**config.mk**
```make
export PLATFORM = sky130hd
export DESIGN_NAME = cra_ctrl
export DESIGN_NICKNAME = d
export VERILOG_FILES = /design/src/rtl/cra_pkg.sv /design/src/rtl/cra_ctrl.sv
export SDC_FILE = /design/constraint.sdc
export NUM_CORES = 1
export LEC_CHECK = 0
export BUFFER_PORTS_ARGS = -buffer_cell sky130_fd_sc_hd__buf_2
export CORE_AREA = 2 2 39 41
export CTS_BUF_LIST = sky130_fd_sc_hd__clkbuf_4 sky130_fd_sc_hd__clkbuf_8 sky130_fd_sc_hd__clkbuf_16
export DETAILED_ROUTE_END_ITERATION = 8
export DIE_AREA = 0 0 41 43
export PLACE_DENSITY_LB_ADDON = 0.15
export SETUP_SLACK_MARGIN = 0.15
export SLEW_MARGIN = 20
export SYNTH_ARGS = -nofsm -noshare
export SYNTH_HDL_FRONTEND = slang
export SYNTH_SLANG_ARGS = --single-unit
```
**constraint.sdc**
```tcl
create_clock -name clock -period 3.2 [get_ports clock]
set_input_delay 0.32 -clock clock [delete_from_list [all_inputs] [get_ports clock]]
set_output_delay 0.32 -clock clock [all_outputs]
set_load 0.01 [all_outputs]
```
**src/rtl/cra_pkg.sv**
```systemverilog
// Shared types and constants for the complex register ALU.
package cra_pkg;

   localparam int PartWidth = 32;
   localparam int FullWidth = 64;

   typedef enum logic [2:0] {
      KIND_STORE    = 3'd0,
      KIND_ADD      = 3'd1,
      KIND_SUB      = 3'd2,
      KIND_MUL      = 3'd3,
      KIND_DIV      = 3'd4,
      KIND_CMP      = 3'd5,
      KIND_RSVD6    = 3'd6,
      KIND_RSVD7    = 3'd7
   } kind_type;

   typedef enum logic [1:0] {
      STATUS_OK   = 2'd0,
      STATUS_DIV0 = 2'd1,
      STATUS_SAT  = 2'd2
   } status_type;

   typedef enum logic [3:0] {
      ST_IDLE,
      ST_READ,
      ST_PROD,
      ST_SUM,
      ST_SCALE,
      ST_DIVINIT,
      ST_DIVRUN,
      ST_DIVDONE,
      ST_WRITE,
      ST_RESP
   } state_type;

   // Controller to datapath commands.
   typedef struct packed {
      logic capture;    // latch request fields
      logic read_ops;   // register the operand entries
      logic do_prod;    // register the six products
      logic do_sum;     // combine products into the two sums and the denominator
      logic do_scale;   // finish add/sub/mul/cmp/store result
      logic div_init;   // load the divider for the current part
      logic div_step;   // one divider iteration
      logic div_done;   // take the current divider result
      logic write_back; // update the register file, present result
   } cmd_type;

   // Datapath to controller status.
   typedef struct packed {
      kind_type kind;
      logic     den_zero;
      logic     div_last;  // final divider iteration this cycle
      logic     div_imag;  // working on imaginary part
   } stat_type;

endpackage

```
**src/rtl/cra_ctrl.sv**
```systemverilog
// Sequencing state machine for the complex register ALU.
module cra_ctrl (
   input  logic                clock,
   input  logic                reset,
   input  logic                req_valid,
   output logic                req_ready,
   output logic                rsp_valid,
   input  logic                rsp_ready,
   input  cra_pkg::stat_type   stat,
   output cra_pkg::cmd_type    cmd
);

   cra_pkg::state_type state_ff, state_in;
   logic rsp_valid_ff, rsp_valid_in;

   always_ff @(posedge clock) begin
      if (reset) begin
         state_ff     <= cra_pkg::ST_IDLE;
         rsp_valid_ff <= 1'b0;
      end else begin
         state_ff     <= state_in;
         rsp_valid_ff <= rsp_valid_in;
      end
   end

   assign rsp_valid = rsp_valid_ff;
   // result register must be free before a new item enters
   assign req_ready = (state_ff == cra_pkg::ST_IDLE) && !rsp_valid_ff;

   // next state and commands
   always_comb begin
      state_in     = state_ff;
      rsp_valid_in = rsp_valid_ff;
      cmd          = '0;
      if (rsp_valid_ff && rsp_ready) rsp_valid_in = 1'b0;
      case (state_ff)
         cra_pkg::ST_IDLE: begin
            if (req_valid && req_ready) begin
               cmd.capture = 1'b1;
               state_in    = cra_pkg::ST_READ;
            end
         end
         cra_pkg::ST_READ: begin
            cmd.read_ops = 1'b1;
            state_in     = cra_pkg::ST_PROD;
         end
         cra_pkg::ST_PROD: begin
            cmd.do_prod = 1'b1;
            state_in    = cra_pkg::ST_SUM;
         end
         cra_pkg::ST_SUM: begin
            cmd.do_sum = 1'b1;
            if (stat.kind == cra_pkg::KIND_DIV) state_in = cra_pkg::ST_DIVINIT;
            else state_in = cra_pkg::ST_SCALE;
         end
         cra_pkg::ST_SCALE: begin
            cmd.do_scale = 1'b1;
            state_in     = cra_pkg::ST_WRITE;
         end
         cra_pkg::ST_DIVINIT: begin
            if (stat.den_zero) begin
               state_in = cra_pkg::ST_WRITE;
            end else begin
               cmd.div_init = 1'b1;
               state_in     = cra_pkg::ST_DIVRUN;
            end
         end
         cra_pkg::ST_DIVRUN: begin
            cmd.div_step = 1'b1;
            if (stat.div_last) state_in = cra_pkg::ST_DIVDONE;
         end
         cra_pkg::ST_DIVDONE: begin
            cmd.div_done = 1'b1;
            if (stat.div_imag) state_in = cra_pkg::ST_WRITE;
            else state_in = cra_pkg::ST_DIVINIT;
         end
         cra_pkg::ST_WRITE: begin
            cmd.write_back = 1'b1;
            state_in       = cra_pkg::ST_RESP;
         end
         cra_pkg::ST_RESP: begin
            rsp_valid_in = 1'b1;
            state_in     = cra_pkg::ST_IDLE;
         end
         default: state_in = cra_pkg::ST_IDLE;
      endcase
   end

endmodule

```
==> results.txt, run 1 <==
* Status: complete, no violations
- Hold repair after CTS inserted 0 buffers.
- Total core area: 0.00138 sq mm
* Distinct cells, synth: 27
- Counting instances, the worst hold path has a depth of 2.
* Post-DP HPWL: 695 um
* TritonRoute pass-1 iters: 4
- Post-Route Skew: 0.537 ps
- Buffers placed on the I/O ports in this run total 20.
* # clock sinks: 5
* Vias in the first global route: 350
* Setup repair after global routing missed its margin: no
- Number of levels the H-tree was split into: 1
* Routed wire length: around 960 um
* Largest net degree at the start of global routing: 15
- After the first detailed-routing iteration, the DRC count stood at 5.
- The worst-case IR drop observed on VDD is 183 uV.
- Top-level port count: 21
- Of the available clock period, the critical path in the final layout requires 0.548.
- Fraction of final layout cells sized beyond drive strength 1: 0.394
- For this run, the leading register cell type out of synthesis is sky130_fd_sc_hd__dfxtp_1.
* Max Slew Vio Count: 0
* Main area contributors after synthesis: sky130_fd_sc_hd__dfxtp_1 25%, sky130_fd_sc_hd__nand2b_1 9.3%, sky130_fd_sc_hd__nor3_1 7.5%, sky130_fd_sc_hd__buf_6 5.6%, sky130_fd_sc_hd__nor2_1 4.7%
- Post-layout minimum cycle time: 1750 ps
* Reg2reg path depth: 4
- Net count reported at finish: 82
* CP max FO: 13
* Buffer depth of the longest clock path: 2
* Total Die Area: 0.00176 sq mm
- At the end of routability-driven placement, the weighted congestion stood at 0.652.
- Clk Latency, worst-skew pair: 240 ps
- STA puts the critical path data required time at 2880 ps.
- Setup violations remaining at the end of the flow were counted as 0.
* Number of antenna diodes: 0
- Top achievable clock speed: 571 MHz
* Total of flip-flops plus latches after synthesis: 5
* Detailed-route DRC error count: 0
- Number of antenna violations at the first check in global routing: 0
* Post-synthesis average cell area: 7.90 sq um
* Sum Neg Setup Slack: 0 ps
- Via count normalized by instance count: 4.91
- Die Wd: 41 um
- Of the post-synthesis cell area, the dominant cell type holds 0.248.
* Post-route total power: 0.217 mW
- Sequential-to-total area share from yosys stat: 0.248
* Gates resized, CTS repair: 0
- Total number of yosys warnings: 0
- The analysis attributes to cell leakage a power of 0.241 nW.
* Initial cell density of the core: 0.291
* Die span in y: 43 um
- TritonCTS built the clock tree.
- Number of nets with antenna violations after routing: 0
- In this run, CTS created clock tree buffers numbering 3.
- Across all layers, the routed design uses 427 vias.
- Pwr Density: 419 mW/mm^2
* Headroom to the max-slew limit: 0.673
* Row count: 14
- Clock root buffer: sky130_fd_sc_hd__clkbuf_4
- The first global-routing pass estimated 1410 um of wire.
- # fillers: 162
- Slew at the pin closest to its max-slew limit: 490 ps
* Number of synthesized flops with an enable pin: 0
* Ranking of synthesized cells by instance count: 6 x sky130_fd_sc_hd__nand2b_1, 6 x sky130_fd_sc_hd__nor3_1, 5 x sky130_fd_sc_hd__dfxtp_1, 5 x sky130_fd_sc_hd__nor2_1, 3 x sky130_fd_sc_hd__a21oi_1
- Fraction of synthesis flops using an asynchronous set or reset pin: 0
- Type of element launching the critical path: register
- Routed wire length per instance: 11.0 um
* Number of nets produced by synthesis: 61
* Cell Area, Synth: between 400 and 500 sq um
- Data arrival time of the critical path: about 1400 ps
- The worst setup path is of the register to primary output kind.
* Hold Violations, Final: 0
- Dominant cell type by area after synthesis: sky130_fd_sc_hd__dfxtp_1
- Class of the tightest hold or removal check: primary input to register
* Element type at the critical path end: primary output
- After clock tree synthesis, the clock-pin slew on the worst setup and hold paths is 40 ps.
- In the global route stage, overall resource usage came out at 0.118.
- Synthesis-to-layout area growth: 28.6%
- Max-cap violations in this run came to 0.
* Cell count after synthesis: 51
- Global routing finished with a remaining overflow of 0.
- Number of setup buffers added after CTS: 0
## stage by stage
step            util  cells  cell area [sq um]  setup WS, ps  hold WS, ps
6_report       0.374     87                518          1450          318
5_1_grt        0.374     87                518          1380          324
4_1_cts        0.374     87                518          1440          309
3_5_place_dp   0.353     83                488          1710          553
3_3_place_gp   0.353     83                488          1730          553
2_1_floorplan      -     51                403          1730          392
## registers in the layout, indices dropped and copies added (netlist names)
signal and count:
state_ff 4, rsp_valid 1
## critical path: stages (launching register included)
cell and delay, ps:
sky130_fd_sc_hd__dfxtp_1 620, sky130_fd_sc_hd__nor3_2 100, sky130_fd_sc_hd__nor3b_2 180, sky130_fd_sc_hd__and2_1 170, sky130_fd_sc_hd__buf_2 130
## layout make-up
type / instances / area [sq um] / share of cell area
sequential: 5 / 100 / 0.193
multi-input combinational: 39 / 256 / 0.495
tap: 16 / 20.0 / 0.0386
clock buffer: 4 / 30.0 / 0.0580
inverter: 3 / 11.3 / 0.0217
timing repair buffer: 20 / 100 / 0.193
## report_power, final
group	internal, mW	switching, mW
logic	0.0281	0.0288
registers	0.0669	0.0144
clock network	0.0554	0.0237
## final timing paths
path	startpoint	to	slack, ps
setup / recovery	state_ff[0]$_SDFFE_PP0P_	cmd[8]	1450
hold / removal	reset	state_ff[3]$_SDFFE_PP0P_	320
setup reg to reg	state_ff[3]$_SDFFE_PP0P_	state_ff[0]$_SDFFE_PP0P_	1730
hold reg to reg	rsp_valid$_SDFFE_PP0P_	rsp_valid$_SDFFE_PP0P_	570
## per-layer routing
metal,up-vias,part of all wire,GRT usage
li1,226,-,-
met1,186,0.47,0.154
met2,13,0.45,0.163
met3,2,0.068,0
met4,0,0.013,0.120
met5,-,0,0
## kinds of logic (layout without fill, tap and decap cells)
| family | count (synthesis) | count (layout) | synth area share |
|---|---|---|---|
| and+or+nand+nor | 25 | 25 | 0.370 |
| AOI/OAI and AO/OA | 14 | 14 | 0.267 |
| buffers and inverters | 7 | 27 | 0.115 |
| DFF | 5 | 5 | 0.248 |
## layout by cell type, fill, tap and decap left out, types with 2 or more instances in the layout
cell | synthesis | layout
sky130_fd_sc_hd__clkbuf_4 | 0 | 4
sky130_fd_sc_hd__buf_2 | 1 | 20
sky130_fd_sc_hd__and2_1 | 2 | 2
sky130_fd_sc_hd__nor2_1 | 5 | 5
sky130_fd_sc_hd__nor3_1 | 6 | 6
sky130_fd_sc_hd__inv_1 | 2 | 2
sky130_fd_sc_hd__dfxtp_1 | 5 | 5
sky130_fd_sc_hd__nand2b_1 | 6 | 6
sky130_fd_sc_hd__a21oi_1 | 3 | 3
sky130_fd_sc_hd__nor3b_1 | 2 | 2
No activity file was read; power rests on OpenSTA's default activity.
==> inputs of run 2 (changes only) <==
==> constraint.sdc (replaced) <==
create_clock -name clock -period 1.7 [get_ports clock]
set_input_delay 0.17 -clock clock [delete_from_list [all_inputs] [get_ports clock]]
set_output_delay 0.17 -clock clock [all_outputs]
set_load 0.01 [all_outputs]
==> run 2 against run 1 <==
Against the previous run:
- cell area is 2.2% higher
- via count is 5.4% higher
- register-to-register slack worse by 1500 ps
- critical path depth stayed put
- flip-flop and latch count stayed put
- global-route usage is 0.53 points higher
- count of clock-buffer cells in the layout stayed put
- largest cell class unchanged
- highest routed layer unchanged
==> results.txt, run 2 (same netlist as run 1, synthesis figures left out) <==
- The clock reaches the later pin of the worst-skew pair after approximately 240 ps.
- The register with the most flip-flops in the final layout is state_ff.
* Number of vias in the routed layout: 450
* Routed wire length: 991 um
- CTS saw 5 sinks.
- In this run the deepest clock path goes through 2 buffers.
- In this run the count of I/O pins placed on the die edge is 21.
- Post-route total power: 0.420 mW
- Overall overflow remaining after global route: 0
* Total core area: approximately 0.0014 sq mm
* Top achievable clock speed: 692 MHz
- Internal power comes to 0.292 mW.
- On the worst path, the slowest cell contributes a delay of 390 ps.
- The run finished with clean final reports.
* Power share of the clock group: 0.357
* Max Slew Vio Count: 0
- At the worst endpoint, the required time is 1530 ps.
- Placement-stage cell area: 488 sq um
- Maximum Capacitance Violations: 0
- Class of the tightest hold or removal check: primary input to register
- Capturing point of the worst reg2reg path: state_ff[0]$_SDFFE_PP0P_
- Sum Neg Setup Slack: 0 ps
- Worst setup path class: register to primary output
* Hold Violations, Final: 0
- The count of nets left with antenna violations once routing finished came out at 0.
- After detailed routing, the met3 layer carries 69 um of wire.
- The congestion estimate from routability-driven global placement came to 0.662.
- The worst setup path is captured at a primary output.
- Number of antenna violations at the first check in global routing: 0
- Compared with the post-synthesis result, the final layout area differs by 31.4%.
- Post-Route Skew: 3.74 ps
- After layout, the minimum clock period comes to roughly 1400 ps.
* Worst min-delay path startpoint: reset
- Reg2reg path depth: 4
* Total met2 wirelength after detailed routing: 456 um
- Buffers placed on the I/O ports in this run total 20.
- The first global-routing pass estimated approximately 1400 um of wire.
- Share of power burned in combinational logic: 0.275
- Routed signal wires occupy layers up through met4.
- Clock tree from TritonCTS: built
- In the final layout, the share of cells above drive strength 1 is 0.444.
- In the routed layout, each cell is associated on average with a via count of ~5.1.
- For this design, the slowest cell found on the critical path is sky130_fd_sc_hd__dfxtp_2.
- Slack of the worst reg-to-reg path: 270 ps
- Traced cell by cell, the critical path runs through nor3_2 -> nor3b_2 -> and2_1 -> buf_2.
- In this run the worst setup path begins at state_ff[0]$_SDFFE_PP0P_.
* Vias in the first global route: 356
- Switching power total: 0.128 mW
- The die is 43 um tall.
- Counting buffers and inverters, the worst setup path is 4 cells deep.
- Wire length the detailed router placed on met1: 453 um
- Setup repair after global routing left no endpoint under its margin.
- Setup violations remaining at the end of the flow were counted as 0.
* Type of element launching the critical path: register
* Highest-count cells in the layout ignoring fill and taps: 20 x sky130_fd_sc_hd__buf_2, 6 x sky130_fd_sc_hd__nand2b_1, 6 x sky130_fd_sc_hd__nor3_1
* Switching power as a share of total power: 0.305
* Largest net degree at the start of global routing: 15
- After routing the design area is 529 sq um.
- Number of antenna diodes: 0
* Die Wd: between 40 and 50 um
- Peak supply drop: 360 uV
* Clock transition at the registers of the reported paths: 40 ps
- After detailed routing, the average wire length per cell comes to between 10 and 15 um.
- The register with the most flip-flops in the layout has 4 of them.
- At the pin with the least slew margin, the transition time is 461 ps.
- In this run the core area contains 14 standard-cell rows.
- Net count reported at finish: 83
- Summing all flip-flop and latch instances after layout gives 104 sq um.
* Final cycle utilization of the critical path: 0.851
- Leading cell type in the layout, fill and taps excluded: sky130_fd_sc_hd__buf_2
- In this run the critical register-to-register path is launched from state_ff[3]$_SDFFE_PP0P_.
- The share of total power dissipated in sequential elements is 0.367.
- The first detailed-routing pass ran for 4 iterations.
- CTS built an H-tree with a depth of 1.
* Headroom to the max-slew limit: 0.692
* Footprint of the multi-input gates: 256 sq um
* Initial cell density of the core: 0.291
- For this run, design rule violations remaining after detail routing come to 0.
- Total Die Area: 0.00176 sq mm
- GRT Resource Usage Total: 0.124
- CP max FO: 13
- TritonCTS Buffers: 3
- Critical path endpoint: cmd[8]
- Family with the most delay on the worst path: simple AND/OR/NAND/NOR gates
- Clock root buffer: sky130_fd_sc_hd__clkbuf_4
- Detailed placement finished with a half-perimeter wire length of 745 um.
* Buf/Inv on CP: 1
- Counting the fill cells in the layout gives 150.
* Leakage power: approximately 0.25 nW
- After the first detailed-routing iteration, the DRC count stood at 5.
* Data arrival time of the critical path: 1280 ps
* Pwr Density: 794 mW/mm^2
==> run 2: changes by cell type in the layout (fill, tap and decap cells not counted), sizes merged <==
cell,previous run,this run
buf,20,21
==> run 2: worst min path at each step <==
stage                                to  slack [ps]  depth (start not counted)
6_report       state_ff[2]$_SDFFE_PP0P_         160                          2
5_1_grt        state_ff[2]$_SDFFE_PP0P_         160                          2
4_1_cts        state_ff[2]$_SDFFE_PP0P_         160                          2
3_5_place_dp   state_ff[2]$_SDFFE_PP0P_         420                          2
3_3_place_gp     rsp_valid$_SDFFE_PP0P_         420                          2
2_1_floorplan    rsp_valid$_SDFFE_PP0P_         240                          1
==> run 2: power groups by stage <==
stage               Sequential (mW)  Clock (mW)  Combinational, mW
floorplan                     0.134           0             0.0983
global placement              0.155           0              0.109
detailed placement            0.154           0              0.108
CTS                           0.153       0.156              0.117
global route                  0.156       0.168              0.128
finish                        0.154       0.150              0.116
==> run 2: area by class of cell <==
| class | count | area share |
|---|---|---|
| inverter | 3 | 0.0213 |
| multi-input combinational | 39 | 0.485 |
| sequential | 5 | 0.196 |
| timing repair buffer | 21 | 0.203 |
| clock buffer | 4 | 0.0567 |
| tap | 16 | 0.0378 |
==> run 2: metal layers <==
layer  GRT usage  vias to the layer above
li1            -                      232
met1       0.139                      201
met2       0.184                       15
met3      0.0471                        2
met4      0.0800                        0
met5           0                        -
==> run 2: metrics by stage <==
step / worst slack, ps / cells / util / hold slack (ps)
final: 254 / 88 / 0.382 / 163
after global routing: 162 / 88 / 0.382 / 162
after CTS: 173 / 88 / 0.381 / 165
after detailed placement: 265 / 83 / 0.353 / 423
after global placement: 236 / 83 / 0.353 / 423
after floorplan: 378 / 51 / - / 242
==> run 2: repair_timing <==
item / 4_1_cts / 5_1_grt
endpoints found under the setup margin: 1 / 3
setup buffers: 1 / 0
hold buffers: 0 / 0
pin swaps: 1 / 0
endpoints found under the hold margin: 0 / 0
gates resized for setup: 1 / 2
==> inputs of run 3 (changes only) <==
--- a/config.mk
+++ b/config.mk
@@ -10,7 +10,6 @@
 export CTS_BUF_LIST = sky130_fd_sc_hd__clkbuf_4 sky130_fd_sc_hd__clkbuf_8 sky130_fd_sc_hd__clkbuf_16
 export DETAILED_ROUTE_END_ITERATION = 8
 export DIE_AREA = 0 0 41 43
-export PLACE_DENSITY_LB_ADDON = 0.15
 export SETUP_SLACK_MARGIN = 0.15
 export SLEW_MARGIN = 20
 export SYNTH_ARGS = -nofsm -noshare
==> run 3 against run 2 <==
Against the previous run:
- cell count did not move
- count of clock-buffer cells in the layout unchanged
- cell area increased by 1.7%
- sequential share of layout area grew 0.15 points
- clock skew fell by 3.0 ps
- combinational power is essentially flat
- via count stayed put
- total power increased by 2.3%
==> results.txt, run 3 (same netlist as run 1, synthesis figures left out) <==
- The worst setup path is launched from a register.
* Post-DP HPWL: 685 um
- TritonCTS Buffers: 3
- The floorplan step defined a core boundary enclosing 0.00138 sq mm.
* Data arrival time of the critical path: 1280 ps
- Largest net degree at the start of global routing: 15
- Synthesis-to-layout area growth: 33.5%
- The sequential cells in the finished layout cover a total of between 100 and 150 sq um.
* Critical path endpoint: cmd[8]
- For this configuration, the core starts out at a cell density of 0.291.
- For this design the total switching power over the nets is 0.134 mW.
- Using the TritonRoute via totals, the vias-per-cell ratio works out to 5.11.
- TritonCTS built the clock tree.
* Number of nets with antenna violations after routing: 0
- Peak supply drop: a little under 400 uV
* Max Slew Vio Count: 0
- For the pin with the worst max-slew slack, the measured transition is 435 ps.
- GRT Resource Usage Total: 0.115
- Top register by number of flip-flops: state_ff
* Fraction of final layout cells sized beyond drive strength 1: 0.444
- The routed design has between 900 and 1000 um of wire.
- CP max FO: 13
- Number of levels the H-tree was split into: 1
- The startpoint identified for the worst register-to-register timing path is state_ff[3]$_SDFFE_PP0P_.
- Along the worst hold path, the cell count comes to 2.
- Data on the critical path is required at its endpoint by 1530 ps.
- For this design the static power due to leakage is ~0.25 nW.
- Maximum Capacitance Violations: 0
- Pwr Density: approximately 800 mW/mm^2
* First element of the critical path: state_ff[0]$_SDFFE_PP0P_
- Post-layout minimum cycle time: 1450 ps
- Slack of the worst reg-to-reg path: 300 ps
- Setup repair after global routing left no endpoint under its margin.
- Of the total power, the clock network draws 0.362.
* Clk Latency, worst-skew pair: 240 ps
- DRC violation total after the first TritonRoute iteration: 14
- For this design the top-level I/O count stands at 21.
- For this block, the via count after detailed routing is 450.
- Adding up every negative setup slack in the final design gives 0 ps.
* Largest register FFs: 4
- Highest-count cells in the layout ignoring fill and taps: 20 x sky130_fd_sc_hd__buf_2, 6 x sky130_fd_sc_hd__nand2b_1, 6 x sky130_fd_sc_hd__nor3_1
* TritonRoute pass-1 iters: 4
- Final cycle utilization of the critical path: 0.855
* Part of the power in registers: 0.364
- Leading cell type in the layout, fill and taps excluded: sky130_fd_sc_hd__buf_2
* # clock sinks: 5
* Headroom to the max-slew limit: 0.710
- For the worst flop-to-flop path, the logic depth is 4.
* Routed wire length per instance: between 10 and 15 um
* Element type at the critical path end: primary output
- During placement, the flow inserted port buffers numbering 20.
* Internal power contribution: 0.296 mW
* Switching power as a share of total power: 0.312
- Capturing point of the worst reg2reg path: state_ff[0]$_SDFFE_PP0P_
- Timing would allow up to ~700 MHz.
* Vias in the first global route: 331
* Clock root buffer: sky130_fd_sc_hd__clkbuf_4
* Die Wd: 41 um
* Number of antenna violations at the first check in global routing: 0
- At the end of the flow the core is filled with cells to 0.389.
- Row count: 14
- The worst hold path belongs to the class primary input to register.
* First-pass GRT wire length: approximately 1400 um
- Number of antenna diodes: 0
* Buffer depth of the longest clock path: 2
* Clock transition at the registers of the reported paths: 50 ps
- Detailed-route DRC error count: 0
* Total Die Area: around 0.0018 sq mm
- Net count reported at finish: 83
- Hold Violations, Final: 0
- Worst setup path class: register to primary output
- # fillers: between 150 and 200
- Of the total power, combinational logic draws 0.274.
- Final hold analysis gives a worst-case slack of 158 ps.
- Overall overflow remaining after global route: 0
- Setup Viol. Count Final: 0
- The die is 43 um tall.
- Final GP Congestion: 0.723
- The flow ran to the end, and the final reports show no timing, DRC or antenna violations.
- For the final database, setup skew stands at 0.756 ps.
- Footprint of the multi-input gates: 263 sq um
[run 3: cell counts in the layout (fill, tap and decap cells not counted)]
Identical to the previous run, type by type.
[run 3: final cells by class]
cell class                      instances  share of cell area
Clock buffer                            4              0.0558
Inverter                                3              0.0209
Multi-Input combinational cell         39               0.488
Sequential cell                         5               0.198
Tap cell                               16              0.0372
Timing Repair Buffer                   21               0.200
[run 3: critical path, stage by stage (launching register included)]
cell	delay, ps
sky130_fd_sc_hd__dfxtp_4	390
sky130_fd_sc_hd__nor3_4	190
sky130_fd_sc_hd__nor3b_2	200
sky130_fd_sc_hd__and2_1	140
sky130_fd_sc_hd__buf_2	120
[run 3: how the worst min path moves through the flow]
stage                     startpoint                        to  slack [ps]
after floorplan                reset    rsp_valid$_SDFFE_PP0P_         240
after global placement         reset  state_ff[3]$_SDFFE_PP0P_         420
after detailed placement       reset  state_ff[3]$_SDFFE_PP0P_         420
after CTS                      reset  state_ff[3]$_SDFFE_PP0P_         160
after global routing           reset  state_ff[2]$_SDFFE_PP0P_         170
final                          reset  state_ff[1]$_SDFFE_PP0P_         160
[run 3: timing repair]
item | CTS | global route
endpoints found under the setup margin | 1 | 4
hold buffers | 0 | 0
hold endpoints to repair | 0 | 0
pin swaps | 1 | 1
setup buffers | 1 | 0
resized for setup | 1 | 4
[run 3: routing by layer]
metal	vias to the layer above	GRT usage	wire length [um]
met1	191	0.155	426
met4	0	0.0800	11
met3	2	0.0314	89
met5	-	0	0
li1	237	-	-
met2	20	0.150	395
[run 3: per-stage QoR]
stage / instances / setup WS [ps] / total power [mW] / instance area (sq um)
6_report: 88 / 246 / 0.430 / 538
5_1_grt: 88 / 159 / 0.461 / 538
4_1_cts: 88 / 187 / 0.425 / 527
2_1_floorplan: 51 / 378 / 0.233 / 403
3_3_place_gp: 83 / 326 / 0.260 / 488
3_5_place_dp: 83 / 305 / 0.260 / 488
[run 3: power groups by stage]
stage	Clock, mW	Sequential, mW	Combinational (mW)
floorplan	0	0.134	0.0983
global placement	0	0.154	0.106
detailed placement	0	0.153	0.106
CTS	0.158	0.152	0.116
global route	0.170	0.159	0.132
finish	0.155	0.157	0.118
